<file path="src/hw/rtl/ffa_pkg.sv">
// Shared constants, types and helpers of the first-fit allocator.
`default_nettype none

package ffa_pkg;

    localparam int MAX_BLOCKS = 64;
    localparam int SIZE_BITS  = 16;

    localparam int AMOUNT_W = 16;
    localparam int STATUS_W = 2;
    localparam int ID_W     = 7;
    localparam int COUNT_W  = $clog2(MAX_BLOCKS + 1);
    localparam int IDX_W    = (MAX_BLOCKS > 1) ? $clog2(MAX_BLOCKS) : 1;

    localparam logic CMD_ADD = 1'b0;
    localparam logic CMD_REQ = 1'b1;

    localparam logic [STATUS_W-1:0] STATUS_ADDED = 2'd0;
    localparam logic [STATUS_W-1:0] STATUS_ALLOC = 2'd1;
    localparam logic [STATUS_W-1:0] STATUS_NONE  = 2'd2;
    localparam logic [STATUS_W-1:0] STATUS_FULL  = 2'd3;

    typedef logic [SIZE_BITS-1:0] size_t;
    typedef logic [COUNT_W-1:0]   count_t;
    typedef logic [IDX_W-1:0]     idx_t;

    typedef enum logic [2:0] {
        ST_IDLE,
        ST_ADD,
        ST_SCAN,
        ST_HIT,
        ST_MISS
    } state_t;

    // controller to datapath
    typedef struct packed {
        logic latch_in;
        logic scan_step;
        logic do_add;
        logic do_alloc;
        logic do_miss;
    } ctrl_cmd_t;

    // datapath to controller
    typedef struct packed {
        logic fit;
        logic scan_done;
        logic out_free;
    } dp_stat_t;

    // zero-extend or trim the 16-bit amount to the capacity width
    function automatic size_t amount_to_size(input logic [AMOUNT_W-1:0] a);
        logic [SIZE_BITS+AMOUNT_W-1:0] wide;
        wide = (SIZE_BITS + AMOUNT_W)'(a);
        return wide[SIZE_BITS-1:0];
    endfunction

    // keep the low bits of a block id that fit the result field
    function automatic logic [ID_W-1:0] count_to_id(input count_t c);
        logic [COUNT_W+ID_W-1:0] wide;
        wide = (COUNT_W + ID_W)'(c);
        return wide[ID_W-1:0];
    endfunction

endpackage

`default_nettype wire

</file>
<file path="src/hw/rtl/ffa_ctrl.sv">
// Controller: sequences one transaction at a time through add or scan.
`default_nettype none

module ffa_ctrl
    import ffa_pkg::*;
(
    input  wire logic     clk,
    input  wire logic     rst_n,
    input  wire logic     in_valid,
    input  wire logic     in_cmd,
    output logic          in_ready,
    input  wire dp_stat_t stat,
    output ctrl_cmd_t     cmd
);

    state_t state_reg, state_next;

    always_comb
    begin
        state_next = state_reg;
        unique case (state_reg)
            ST_IDLE:
            begin
                if (in_valid)
                begin
                    state_next = (in_cmd == CMD_ADD) ? ST_ADD : ST_SCAN;
                end
            end
            ST_ADD, ST_HIT, ST_MISS:
            begin
                if (stat.out_free)
                begin
                    state_next = ST_IDLE;
                end
            end
            ST_SCAN:
            begin
                priority if (stat.fit)
                begin
                    state_next = ST_HIT;
                end
                else if (stat.scan_done)
                begin
                    state_next = ST_MISS;
                end
                else
                begin
                    state_next = ST_SCAN;
                end
            end
            default:
            begin
                state_next = ST_IDLE;
            end
        endcase
    end

    always_comb
    begin
        in_ready      = (state_reg == ST_IDLE);
        cmd.latch_in  = (state_reg == ST_IDLE) && in_valid;
        // hold the pointer once a fitting block has been seen
        cmd.scan_step = (state_reg == ST_SCAN) && !stat.fit;
        cmd.do_add    = (state_reg == ST_ADD)  && stat.out_free;
        cmd.do_alloc  = (state_reg == ST_HIT)  && stat.out_free;
        cmd.do_miss   = (state_reg == ST_MISS) && stat.out_free;
    end

    always_ff @(posedge clk or negedge rst_n)
    begin
        if (!rst_n)
        begin
            state_reg <= ST_IDLE;
        end
        else
        begin
            state_reg <= state_next;
        end
    end

endmodule

`default_nettype wire

</file>
<file path="config.mk">
export PLATFORM = sky130hd
export DESIGN_NAME = ffa_ctrl
export DESIGN_NICKNAME = d
export VERILOG_FILES = /design/src/hw/rtl/ffa_pkg.sv /design/src/hw/rtl/ffa_ctrl.sv
export SDC_FILE = /design/constraint.sdc
export NUM_CORES = 1
export LEC_CHECK = 0
export ABC_AREA = 1
export ABC_CLOCK_PERIOD_IN_PS = 1400
export BUFFER_PORTS_ARGS = -buffer_cell sky130_fd_sc_hd__buf_2
export CORE_AREA = 3 3 40 42
export CTS_BUF_LIST = sky130_fd_sc_hd__clkbuf_8
export DETAILED_ROUTE_END_ITERATION = 6
export DIE_AREA = 0 0 43 45
export PLACE_DENSITY = 0.48
export SLEW_MARGIN = 25
export SYNTH_ARGS = -nofsm -noshare
export SYNTH_HDL_FRONTEND = slang
export SYNTH_SLANG_ARGS = --single-unit
</file>
<file path="constraint.sdc">
create_clock -name clk -period 1.4 [get_ports clk]
set_input_delay 0 -clock clk [delete_from_list [all_inputs] [get_ports clk]]
set_output_delay 0 -clock clk [all_outputs]
set_load 0.01 [all_outputs]
</file>
==> flow_metrics.env <==
export IMPL_period_minus_slack_ns=1.17
export IMPL_holdPathEnd="state_reg[2]"
export IMPL_drcViolationCount=0
export IMPL_dp_slack_ns=0.310
export IMPL_start_util_pct=20.6
export IMPL_final_util_pct=29.7
export IMPL_fin_crit_sh_pct=83.4
export IMPL_cts_clk_slew_worst_paths_ns=0.03
export IMPL_worst_setup_path_type="flop to primary output"
export IMPL_skew_ns=0.000811
export IMPL_syn_nets=48
export IMPL_yosys_area_top_type="dfrtp_1"
export IMPL_outcome="completed"
export IMPL_ant_nets=0
export IMPL_max_slew_margin_pct=80.3
export IMPL_setup_tns_ns=0
export IMPL_worstHoldStart="stat[1]"
export IMPL_h_tree_depth=1
export IMPL_layout_area_overhead_vs_synth_pct=43.9
export IMPL_rr_startpoint="state_reg[2]"
export IMPL_dieHeight_um=45
export IMPL_clk_latency_ns=0.21
export IMPL_rows=13
export IMPL_grt_setup_unrepaired="no"
export IMPL_fill_cells=153
export IMPL_grt_pass1_wl_um=1180
export IMPL_cts_root_buf="clkbuf_8"
export IMPL_largest_register_ffs=3
export IMPL_vias=295
export IMPL_firstDrtPassIters=2
export IMPL_layout_setup_ws_ns=0.233
export IMPL_cp_start_kind="flop"
export IMPL_dp_hpwl_um=493
export IMPL_antenna_found_initial=0
export IMPL_power_density_nw_per_um2=1950
export IMPL_ios=13
export IMPL_syn_avg_cell_area_um2=6.47
export IMPL_wl_per_cell_um=9.04
export IMPL_peakVddDrop_mv=0.394
export IMPL_synth_top_cell_area_share_pct=28.3
export IMPL_synth_cells=41
export IMPL_via_per_inst=4.15
export IMPL_crit_slowest_cell="dfrtp_2"
export IMPL_required_ns=1.40
export IMPL_gp_congestion=0.749
export IMPL_overflow=0
export IMPL_cts_tree="yes"
export IMPL_hp_class="input port to flop"
export IMPL_hold_depth=3
export IMPL_die_area_um2=1940
export IMPL_numPortBuffers=12
export IMPL_r2r_end="state_reg[2]"
export IMPL_cp_num_buf_inv=2
export IMPL_rr_worst_depth=7
export IMPL_numCtsBuffers=3
export IMPL_rrSetupSlack_ns=0.29
export IMPL_cts_sinks=3
export IMPL_synth_seq_area_share_pct=28.3
export IMPL_drv_slew=0
export IMPL_slowest_delay_ns=0.44
export IMPL_synth_cell_types=13
export IMPL_whs_ns=0.0671
export IMPL_end_kind="primary output"
export IMPL_wl_um=642
export IMPL_layout_common_cells="buf_2, nand2_1, inv_1, nand3_1"
export IMPL_design_area_um2=382
export IMPL_track_usage_pct=8.08
export IMPL_synth_area_leaders="dfrtp_1, nand2_1, nand3_1, inv_1, nand2_2"
export IMPL_crit_family="flip-flops"
export IMPL_place_inst=66
export IMPL_crit_fanout=9
export IMPL_ys_warn_count=0
export IMPL_total_power_mw=0.743
export IMPL_layout_nets=64
export IMPL_grt_max_degree=10
export IMPL_max_freq_ghz=0.857
export IMPL_core_um2=1280
export IMPL_clockBufferDepth=2
export IMPL_drt_iter0_drc=6
export IMPL_grt_pass1_vias=311
export IMPL_final_common_cell="buf_2"
export IMPL_setup_viol=0
export IMPL_power_leakage_nw=0.220
export IMPL_worstMarginPinSlew_ns=0.295
export IMPL_hold_violations=0
export IMPL_diodes=0
export IMPL_cp_data_arrival_time_ns=1.17
export IMPL_crit_chain="inv_1 > nor4_1 > buf_2"
export IMPL_drv_cap=0
export IMPL_die_w_um=43
export IMPL_netlist_area_um2=265
export IMPL_layout_cells_non_filler=71
export IMPL_layout_drive_gt1_share_pct=37.5
export IMPL_place_area_um2=325
export IMPL_post_cts_buffers=0
export IMPL_ys_ff_latch=3
what timing repair did:
| item | CTS | global route |
|---|---|---|
| setup endpoints to repair | 0 | 1 |
| endpoints found under the hold margin | 3 | 0 |
| gates resized for setup | 0 | 1 |
| hold buffers | 1 | 0 |
per-layer routing:
metal / GRT usage, % / wire [um]
met5: 0 / 0
met4: 7.23 / 0
met3: 0.398 / 32
met2: 13.5 / 312
met1: 9.42 / 297
worst min-delay path: cells and delay by family:
family                 cells  cell delay (ns)
buffers and inverters      1             0.09
and+or+nand+nor            2             0.15
kinds of logic (layout without fill, tap and decap cells):
kind of cell / after synthesis / count (layout) / synth area share [%]
buffers and inverters: 8 / 23 / 15.6
AND/OR/NAND/NOR: 30 / 30 / 56.1
flip-flops: 3 / 3 / 28.3
Yosys cell counts:
cell type,number
nor3_1,2
nand4_1,2
dfrtp_1,3
buf_4,1
buf_6,1
nor3_2,1
nor4_1,2
inv_1,6
nand2_2,3
nor2_1,2
nand3_1,6
nand2_1,11
nor2_2,1
where the power goes:
| group | internal (mW) | total (mW) | switching [mW] | leakage, nW |
|---|---|---|---|---|
| combinational | 0.131 | 0.311 | 0.180 | 0.155 |
| sequential | 0.120 | 0.195 | 0.0753 | 0.0380 |
| clock | 0.186 | 0.237 | 0.0511 | 0.0269 |
area by class of cell:
class	count	area [um2]	area share, %
well taps	15	18.8	4.92
clock inverters	1	3.75	0.984
multi-input cells	30	149	39.0
flip-flops and latches	3	76.3	20.0
inverters	6	22.5	5.90
repair buffers	13	70.1	18.4
clock buffers	3	41.3	10.8
how the worst max path moves through the flow:
| stage | from | endpoint | slack (ns) | cells after the start |
|---|---|---|---|---|
| 2_1_floorplan | state_reg[0] | state_reg[0] | 0.28 | 5 |
| 6_report | state_reg[1] | cmd[3] | 0.23 | 3 |
| 3_5_place_dp | state_reg[0] | state_reg[0] | 0.31 | 4 |
| 3_3_place_gp | state_reg[2] | state_reg[2] | 0.29 | 7 |
| 4_1_cts | state_reg[1] | cmd[3] | 0.13 | 3 |
| 5_1_grt | state_reg[1] | cmd[3] | 0.09 | 3 |
Power figures use the tool's default switching activity.
