===== src/hw/rtl/ffa_pkg.sv =====
// Shared constants, types and helpers of the first-fit allocator.
`default_nettype none

package ffa_pkg;

    localparam int MAX_BLOCKS = 64;
    localparam int SIZE_BITS  = 16;

    localparam int AMOUNT_W = 16;
    localparam int STATUS_W = 2;
    localparam int ID_W     = 7;
    localparam int COUNT_W  = $clog2(MAX_BLOCKS + 1);
    localparam int IDX_W    = (MAX_BLOCKS > 1) ? $clog2(MAX_BLOCKS) : 1;

    localparam logic CMD_ADD = 1'b0;
    localparam logic CMD_REQ = 1'b1;

    localparam logic [STATUS_W-1:0] STATUS_ADDED = 2'd0;
    localparam logic [STATUS_W-1:0] STATUS_ALLOC = 2'd1;
    localparam logic [STATUS_W-1:0] STATUS_NONE  = 2'd2;
    localparam logic [STATUS_W-1:0] STATUS_FULL  = 2'd3;

    typedef logic [SIZE_BITS-1:0] size_t;
    typedef logic [COUNT_W-1:0]   count_t;
    typedef logic [IDX_W-1:0]     idx_t;

    typedef enum logic [2:0] {
        ST_IDLE,
        ST_ADD,
        ST_SCAN,
        ST_HIT,
        ST_MISS
    } state_t;

    // controller to datapath
    typedef struct packed {
        logic latch_in;
        logic scan_step;
        logic do_add;
        logic do_alloc;
        logic do_miss;
    } ctrl_cmd_t;

    // datapath to controller
    typedef struct packed {
        logic fit;
        logic scan_done;
        logic out_free;
    } dp_stat_t;

    // zero-extend or trim the 16-bit amount to the capacity width
    function automatic size_t amount_to_size(input logic [AMOUNT_W-1:0] a);
        logic [SIZE_BITS+AMOUNT_W-1:0] wide;
        wide = (SIZE_BITS + AMOUNT_W)'(a);
        return wide[SIZE_BITS-1:0];
    endfunction

    // keep the low bits of a block id that fit the result field
    function automatic logic [ID_W-1:0] count_to_id(input count_t c);
        logic [COUNT_W+ID_W-1:0] wide;
        wide = (COUNT_W + ID_W)'(c);
        return wide[ID_W-1:0];
    endfunction

endpackage

`default_nettype wire


===== src/hw/rtl/ffa_datapath.sv =====
// Datapath: capacity memory, block count, scan pointer and result register.
`default_nettype none

module ffa_datapath
    import ffa_pkg::*;
(
    input  wire logic                clk,
    input  wire logic                rst_n,
    input  wire logic [AMOUNT_W-1:0] amount,
    input  wire ctrl_cmd_t           cmd,
    output dp_stat_t                 stat,
    input  wire logic                out_ready,
    output logic                     out_valid,
    output logic [STATUS_W-1:0]      out_status,
    output logic [ID_W-1:0]          out_block_number
);

    size_t mem [MAX_BLOCKS];

    size_t               amount_reg;
    count_t              count_reg,     count_next;
    count_t              scan_reg,      scan_next;
    logic                rd_valid_reg,  rd_valid_next;
    idx_t                chk_reg;
    size_t               rd_data_reg;
    logic                out_valid_reg, out_valid_next;
    logic [STATUS_W-1:0] status_reg;
    logic [ID_W-1:0]     id_reg;

    logic                full;
    logic                can_issue;
    logic                rd_en;
    logic                wr_en;
    idx_t                wr_addr;
    size_t               wr_data;
    logic                load_result;
    logic [STATUS_W-1:0] result_status;
    count_t              result_id;

    assign full      = (count_reg == COUNT_W'(MAX_BLOCKS));
    assign can_issue = (scan_reg < count_reg);
    assign rd_en     = cmd.scan_step && can_issue;

    assign stat.fit       = rd_valid_reg && (rd_data_reg >= amount_reg);
    assign stat.scan_done = !rd_valid_reg && !can_issue;
    assign stat.out_free  = !out_valid_reg || out_ready;

    // one write port shared by append and allocate
    always_comb
    begin
        wr_en   = 1'b0;
        wr_addr = chk_reg;
        wr_data = rd_data_reg - amount_reg;
        if (cmd.do_add && !full)
        begin
            wr_en   = 1'b1;
            wr_addr = count_reg[IDX_W-1:0];
            wr_data = amount_reg;
        end
        else if (cmd.do_alloc)
        begin
            wr_en = 1'b1;
        end
    end

    always_comb
    begin
        count_next    = count_reg;
        scan_next     = scan_reg;
        rd_valid_next = rd_valid_reg;
        if (cmd.do_add && !full)
        begin
            count_next = count_reg + 1'b1;
        end
        if (cmd.latch_in)
        begin
            scan_next     = '0;
            rd_valid_next = 1'b0;
        end
        else if (cmd.scan_step)
        begin
            rd_valid_next = can_issue;
            if (can_issue)
            begin
                scan_next = scan_reg + 1'b1;
            end
        end
    end

    always_comb
    begin
        load_result   = cmd.do_add || cmd.do_alloc || cmd.do_miss;
        result_status = STATUS_NONE;
        result_id     = '0;
        if (cmd.do_add)
        begin
            result_status = full ? STATUS_FULL : STATUS_ADDED;
            result_id     = full ? '0 : count_reg + 1'b1;
        end
        else if (cmd.do_alloc)
        begin
            result_status = STATUS_ALLOC;
            result_id     = COUNT_W'(chk_reg) + 1'b1;
        end
        out_valid_next = out_valid_reg;
        if (load_result)
        begin
            out_valid_next = 1'b1;
        end
        else if (out_ready)
        begin
            out_valid_next = 1'b0;
        end
    end

    always_ff @(posedge clk or negedge rst_n)
    begin
        if (!rst_n)
        begin
            count_reg     <= '0;
            scan_reg      <= '0;
            rd_valid_reg  <= 1'b0;
            out_valid_reg <= 1'b0;
        end
        else
        begin
            count_reg     <= count_next;
            scan_reg      <= scan_next;
            rd_valid_reg  <= rd_valid_next;
            out_valid_reg <= out_valid_next;
        end
    end

    always_ff @(posedge clk)
    begin
        if (cmd.latch_in)
        begin
            amount_reg <= amount_to_size(amount);
        end
        if (rd_en)
        begin
            chk_reg <= scan_reg[IDX_W-1:0];
        end
        if (load_result)
        begin
            status_reg <= result_status;
            id_reg     <= count_to_id(result_id);
        end
    end

    // capacity memory, registered read
    always_ff @(posedge clk)
    begin
        if (wr_en)
        begin
            mem[wr_addr] <= wr_data;
        end
        if (rd_en)
        begin
            rd_data_reg <= mem[scan_reg[IDX_W-1:0]];
        end
    end

    assign out_valid        = out_valid_reg;
    assign out_status       = status_reg;
    assign out_block_number = id_reg;

endmodule

`default_nettype wire


===== config.mk =====
export PLATFORM = sky130hd
export DESIGN_NAME = ffa_datapath
export DESIGN_NICKNAME = d
export VERILOG_FILES = /design/src/hw/rtl/ffa_pkg.sv /design/src/hw/rtl/ffa_datapath.sv
export SDC_FILE = /design/constraint.sdc
export NUM_CORES = 1
export LEC_CHECK = 0
export ABC_AREA = 1
export ABC_CLOCK_PERIOD_IN_PS = 4700
export BUFFER_PORTS_ARGS = -buffer_cell sky130_fd_sc_hd__buf_2
export CORE_MARGIN = 2
export CORE_UTILIZATION = 45
export CTS_CLUSTER_SIZE = 25
export DETAILED_ROUTE_END_ITERATION = 7
export PLACE_DENSITY = 0.62
export SETUP_SLACK_MARGIN = 0.02
export SYNTH_ARGS = -nofsm -noshare
export SYNTH_HDL_FRONTEND = slang
export SYNTH_SLANG_ARGS = --single-unit
export TNS_END_PERCENT = 100

===== constraint.sdc =====
create_clock -name clk -period 4.7 [get_ports clk]
set_clock_uncertainty 0.05 [all_clocks]
set_input_delay 0.235 -clock clk [delete_from_list [all_inputs] [get_ports clk]]
set_output_delay 0.235 -clock clk [all_outputs]
set_load 0.01 [all_outputs]

==> results.json, run 1 <==
{
  "ys.flop_type": "edfxtp_1",
  "core.rowCount": 118,
  "flip_flop_count_of_the_largest_register_after_layout": 1024,
  "slew_headroom_pct": 11.4,
  "synth_enable_flop_cells": 1071,
  "avgSynthCellArea_sq_um": 10.4,
  "min_path_type": "in2reg",
  "ys_top_cells_by_count": "nand2_1 (1428), edfxtp_1 (1071), inv_1 (534)",
  "hold_end": "amount_reg[9]",
  "critical_path.cell_chain": "ha_1 -> fa_1 -> o21ai_0 -> a21o_1 -> nor2_1 -> o21ai_4 -> buf_4",
  "worstReg2RegEnd": "mem[25][8]",
  "crit_type": "reg2reg",
  "drt_pass1_iterations": 5,
  "cell_taking_the_most_area_after_synthesis": "edfxtp_1",
  "syn_nets": 4576,
  "startpoint": "amount_reg[0]",
  "power_density_mw_per_mm2": 567,
  "crit-reg2reg-launch": "amount_reg[0]",
  "cts-root-to-sink-buffers": 3,
  "clk_pin_slew_ns": 0.07,
  "gr-usage-met2_pct": 36.9,
  "area_share_of_the_largest_cell_type_after_synthesis_pct": 68.1,
  "design.die.area_sq_mm": 0.108,
  "cts_hold_buf": 26,
  "postRouteWirelength_um": 129000,
  "cp_data_required_time_ns": 5.14,
  "synth_cell_types": 38,
  "syn2layout_area_growth_pct": 12.8,
  "post_synth_main_area_contributors": "edfxtp_1 (68%), nand2_1 (11%), nand3_1 (5.6%)",
  "gate_family_responsible_for_the_most_delay_along_the_worst_path": "compound AO/OA/AOI/OAI gates",
  "tritoncts": "yes",
  "count_of_clock_tree_sinks": 1087,
  "max_stage_delay_ns": 1.02,
  "critPathCaptureType": "flip-flop",
  "syn-cell-area_sq_mm": 0.0473,
  "finalCriticalPeriod_ns": 3.62,
  "max_clock_freq_ghz": 0.276,
  "synth_cells": 4525,
  "area.sequential_sq_mm": 0.0326,
  "cts_buf_count": 111,
  "grt_usage_pct": 23.7,
  "place.port_buffers": 36,
  "worst_slew_pin_slew_ns": 1.32,
  "crit_arrival_ns": 4.06,
  "global_route.peak_usage_layer": "met2",
  "post_route_cells_drive_above_1_share_pct": 8.20,
  "layout.nets": 4664,
  "total_power_w": 0.0302,
  "period_share_pct": 77.0,
  "routed_via_density": 5.25,
  "vias_in_the_first_global_route": 29200,
  "htreeDepth": 3,
  "finalMaxSlewViolations": 0,
  "placeable_core_region_sq_mm": 0.104,
  "dr_total_vias": 31900,
  "grt_setup_unrepaired": "false",
  "run_status": "completed",
  "cts_root_buffer": "clkbuf_16",
  "detailed_place.area_sq_mm": 0.0495,
  "grt_start_max_net_pins": 155,
  "die_w_um": 328,
  "multi_input_comb_area_sq_mm": 0.0118,
  "finalSetupTns_ns": 0,
  "worst-r2r-cell-count": 7,
  "async_flop_share_pct": 1.47,
  "critPathBufInv": 1,
  "wire_length_of_the_first_global_routing_pass_um": 189000,
  "fill_cells": 8988,
  "die-height_um": 328,
  "layout.cell_area.non_filler_sq_mm": 0.0533,
  "initial_antenna_violation_count": 1,
  "dominant_cell_by_count_in_the_synthesized_netlist": "nand2_1",
  "grt.met1_usage_pct": 34.6,
  "critPathSlowestCell": "o21ai_4",
  "total_overflow_reported_by_the_global_router": 0,
  "worst_vdd_drop_v": 0.000745,
  "regToRegSetupSlack_ns": 1.08,
  "cap_violations": 0,
  "starting_density_of_the_core_pct": 45.5,
  "diodes": 0,
  "hold-path-cell-count": 2,
  "detail_route.iter0.violations": 3875,
  "start_kind": "flip-flop",
  "count_of_warnings_emitted_by_yosys": 0,
  "detailedPlacementHpwl_um": 70700,
  "synth.ff_latch_count": 1087,
  "cts-resized-gates": 0,
  "timing.final.setup_violations": 0,
  "detail_route.wl_per_cell_um": 21.1,
  "globalRouteMet3Util_pct": 3.09,
  "synth.yosys.seq_area_share_pct": 68.9,
  "power.leakage_nw": 21.5,
  "clock_insertion_delay_worst_skew_ns": 0.70,
  "crit_fanout": 39,
  "gp_routability_congestion": 0.854,
  "postCtsSetupRepairBufs": 0,
  "hold_violations": 0,
  "drt.antenna.violating_nets": 0,
  "boundaryPins": 37,
  "hp-start": "amount[9]",
  "detail_route.drc_violations": 0
}
[cells in the final DEF (no fill, tap or decap), drive strengths merged]
cell type,n
nand2,1432
edfxtp,1071
inv,541
nand3,528
nor2,399
o21ai,183
buf,166
clkbuf,128
clkinv,66
a21oi,54
ha,26
dlygate4sd3,26
or2,16
dfrtp,16
nand4,14
xor2,9
bufinv,9
clkinvlp,5
nor3,4
o21bai,3
nand3b,3
xnor2,2
and3,1
a21o,1
o22ai,1
nor4,1
o211ai,1
o21a,1
and2,1
fa,1
[how the worst max path moves through the flow]
stage                     cells after the start    endpoint  slack (ns)
after detailed placement                      7  mem[19][8]        1.21
after floorplan                               7   mem[0][1]        0.06
after global placement                        7  mem[18][8]        1.27
final                                         7  mem[25][8]        1.08
after CTS                                     7  mem[18][8]        1.16
after global routing                          7  mem[24][8]        0.98
[report_power, final]
part           leakage [nW]  total [W]  internal [W]  switching, W
Sequential             9.91     0.0126        0.0124      0.000265
Combinational          9.84    0.00894       0.00224       0.00671
Clock                  1.74    0.00860       0.00489       0.00372
[through the flow]
| step | worst slack (ns) | utilization [%] | hold WS (ns) | cells |
|---|---|---|---|---|
| 2_1_floorplan | 0.0613 | - | -0.111 | 4525 |
| 3_3_place_gp | 1.27 | 47.7 | 0.132 | 5854 |
| 3_5_place_dp | 1.21 | 47.7 | 0.140 | 5854 |
| 4_1_cts | 1.16 | 51.3 | 0.168 | 6089 |
| 5_1_grt | 0.981 | 51.3 | 0.200 | 6089 |
| 6_report | 1.08 | 51.3 | 0.202 | 6089 |
[kinds of logic (layout without fill, tap and decap cells)]
kind of cell	count (synthesis)	in the layout	share of synthesized area, %
AOI/OAI and AO/OA	244	244	2.71
and+or+nand+nor	2399	2399	21.0
adders and majority gates	27	27	0.731
DFF	1087	1087	68.9
xor gates and xnor gates	11	11	0.204
buffers and inverters	757	941	6.44
[final cells by class]
type                            count  share of cell area [%]
Clock buffer                      128                    5.41
Clock inverter                     81                    1.26
Inverter                          540                    3.84
Multi-Input combinational cell   2681                    22.1
Sequential cell                  1087                    61.1
Tap cell                         1380                    3.24
Timing Repair Buffer              192                    3.01
[layer usage]
metal  part of all wire, %  vias to the layer above  routed length (um)
li1                      -                    15100                   -
met1                    44                    15400               56000
met2                    45                     1314               58300
met3                   8.2                      187               10500
met4                   2.9                        0                3670
met5                     0                        -                   0
No activity file was read; power rests on OpenSTA's default activity.
==> run 2, diff against run 1 <==
--- a/config.mk
+++ b/config.mk
@@ -6,7 +6,7 @@
 export NUM_CORES = 1
 export LEC_CHECK = 0
 export ABC_AREA = 1
-export ABC_CLOCK_PERIOD_IN_PS = 4700
+export ABC_CLOCK_PERIOD_IN_PS = 2900
 export BUFFER_PORTS_ARGS = -buffer_cell sky130_fd_sc_hd__buf_2
 export CORE_MARGIN = 2
 export CORE_UTILIZATION = 45
==> constraint.sdc (replaced) <==
create_clock -name clk -period 2.9 [get_ports clk]
set_clock_uncertainty 0.05 [all_clocks]
set_input_delay 0.145 -clock clk [delete_from_list [all_inputs] [get_ports clk]]
set_output_delay 0.145 -clock clk [all_outputs]
set_load 0.01 [all_outputs]
==> results.json, run 2 (synthesis results as in run 1) <==
{
  "gp_routability_congestion": 0.897,
  "crit_fanout": 5,
  "worst_vdd_drop_v": 0.000653,
  "cts-root-to-sink-buffers": 3,
  "place.port_buffers": 36,
  "finalCriticalPeriod_ns": 2.75,
  "power.leakage_nw": 21.9,
  "layout.cells.most_common": "nand2_1",
  "detail_route.wl_per_cell_um": 20.3,
  "wire_length_of_the_first_global_routing_pass_um": 185000,
  "layout.nets": 4738,
  "clk_pin_slew_ns": 0.06,
  "count_of_clock_tree_sinks": 1087,
  "finalSetupTns_ns": 0,
  "vias_in_the_first_global_route": 29700,
  "cts_buf_count": 113,
  "max_clock_freq_ghz": 0.363,
  "run_status": "completed",
  "power_density_mw_per_mm2": 930,
  "crit_type": "reg2out",
  "detail_route.iter0.violations": 3905,
  "most-common-layout-cells": "nand2_1 (1414), edfxtp_1 (1071), inv_1 (531)",
  "min_path_type": "in2reg",
  "total_overflow_reported_by_the_global_router": 0,
  "starting_density_of_the_core_pct": 45.5,
  "timing.final.setup_violations": 0,
  "htreeDepth": 3,
  "initial_antenna_violation_count": 3,
  "drt_pass1_iterations": 5,
  "grt_usage_pct": 23.1,
  "detailedPlacementHpwl_um": 76500,
  "detail_route.drc_violations": 0,
  "slew_headroom_pct": 35.7,
  "dpl.cell_count": 5915,
  "dr_total_vias": 31800,
  "postRouteWirelength_um": 125000,
  "core.rowCount": 118,
  "finalMaxSlewViolations": 0,
  "placeable_core_region_sq_mm": 0.104,
  "layout.cell_area.non_filler_sq_mm": 0.0543,
  "syn2layout_area_growth_pct": 14.9,
  "start_kind": "flip-flop",
  "grt_setup_unrepaired": "false",
  "flip_flop_count_of_the_largest_register_after_layout": 1024,
  "worst_slew_pin_slew_ns": 0.961,
  "clock_insertion_delay_worst_skew_ns": 0.72,
  "boundaryPins": 37,
  "finalNonFillerCells": 6159,
  "total_power_w": 0.0505,
  "grt_start_max_net_pins": 100,
  "drt.antenna.violating_nets": 0,
  "post_route_cells_drive_above_1_share_pct": 9.82,
  "cap_violations": 0,
  "tritoncts": "yes",
  "cts_root_buffer": "clkbuf_16",
  "routed_via_density": 5.16,
  "hold_violations": 0,
  "detailed_place.area_sq_mm": 0.0503,
  "utilization_pct": 52.3,
  "critPathCaptureType": "output port",
  "die-height_um": 328,
  "cp_data_required_time_ns": 2.71,
  "die_w_um": 328,
  "crit_arrival_ns": 2.56,
  "period_share_pct": 95.0,
  "design.die.area_sq_mm": 0.108
}
==> run 2: cell types whose count changed in the layout (fill, tap and decap cells not counted), moves of 6 or more <==
cell	delta
nand2_2	+6
clkbuf_1	+11
buf_4	+34
nand2_1	-7
buf_12	+35
clkinv_2	-10
==> run 2: final timing paths <==
path | startpoint | to | slack, ns | cells after the start
min | amount[12] | amount_reg[12] | 0.08 | 2
min reg2reg | count_reg[0] | count_reg[0] | 0.52 | 2
max in group asynchronous | rst_n | scan_reg[1] | 1.45 | 3
max | amount_reg[7] | stat[2] | 0.15 | 10
min in group asynchronous | rst_n | count_reg[6] | 0.63 | 3
max reg2reg | count_reg[0] | mem[39][13] | 0.15 | 10
==> run 2: area by class of cell <==
type,instances,area [sq um]
diodes,4,10.0
clock buffers,140,2940
clock inverters,63,526
fillers,8995,49500
inverters,540,2040
multi-input cells,2681,11900
flip-flops and latches,1087,32600
well taps,1380,1730
repair buffers,264,2600
==> run 2: routing by layer <==
metal | vias up | GRT usage [%] | share of wire (%)
li1 | 15200 | - | -
met5 | - | 0 | 0
met1 | 15200 | 33.4 | 44
met2 | 1156 | 36.0 | 46
met3 | 170 | 3.44 | 7.4
met4 | 0 | 7.36 | 2.7
==> run 2: metrics by stage <==
stage	hold slack, ns	worst slack (ns)
5_1_grt	0.0896	0.0398
3_3_place_gp	0.0625	0.110
6_report	0.0832	0.146
2_1_floorplan	-0.201	-0.565
4_1_cts	0.0524	0.0276
3_5_place_dp	0.0633	0.0552
==> run 2: what timing repair did <==
item,CTS,global route
hold buffers,27,0
resized for setup,5,30
pin swaps,0,4
endpoints found under the hold margin,70,0
endpoints found under the setup margin,1,599
buffers inserted,1,9
==> run 2: power by group <==
part	internal (W)	switching (W)
Combinational	0.00457	0.0119
Clock	0.00763	0.00603
Sequential	0.0200	0.000342
Total	0.0322	0.0183
==> run 2: critical path, stage by stage, from the launching register on <==
cell      delay [ns]
edfxtp_1        0.37
inv_1           0.15
ha_2            0.34
a21oi_2         0.25
o21ai_2         0.10
a21o_1          0.18
nand2_1         0.06
nand3_1         0.09
nand2_1         0.09
inv_2           0.07
buf_6           0.12
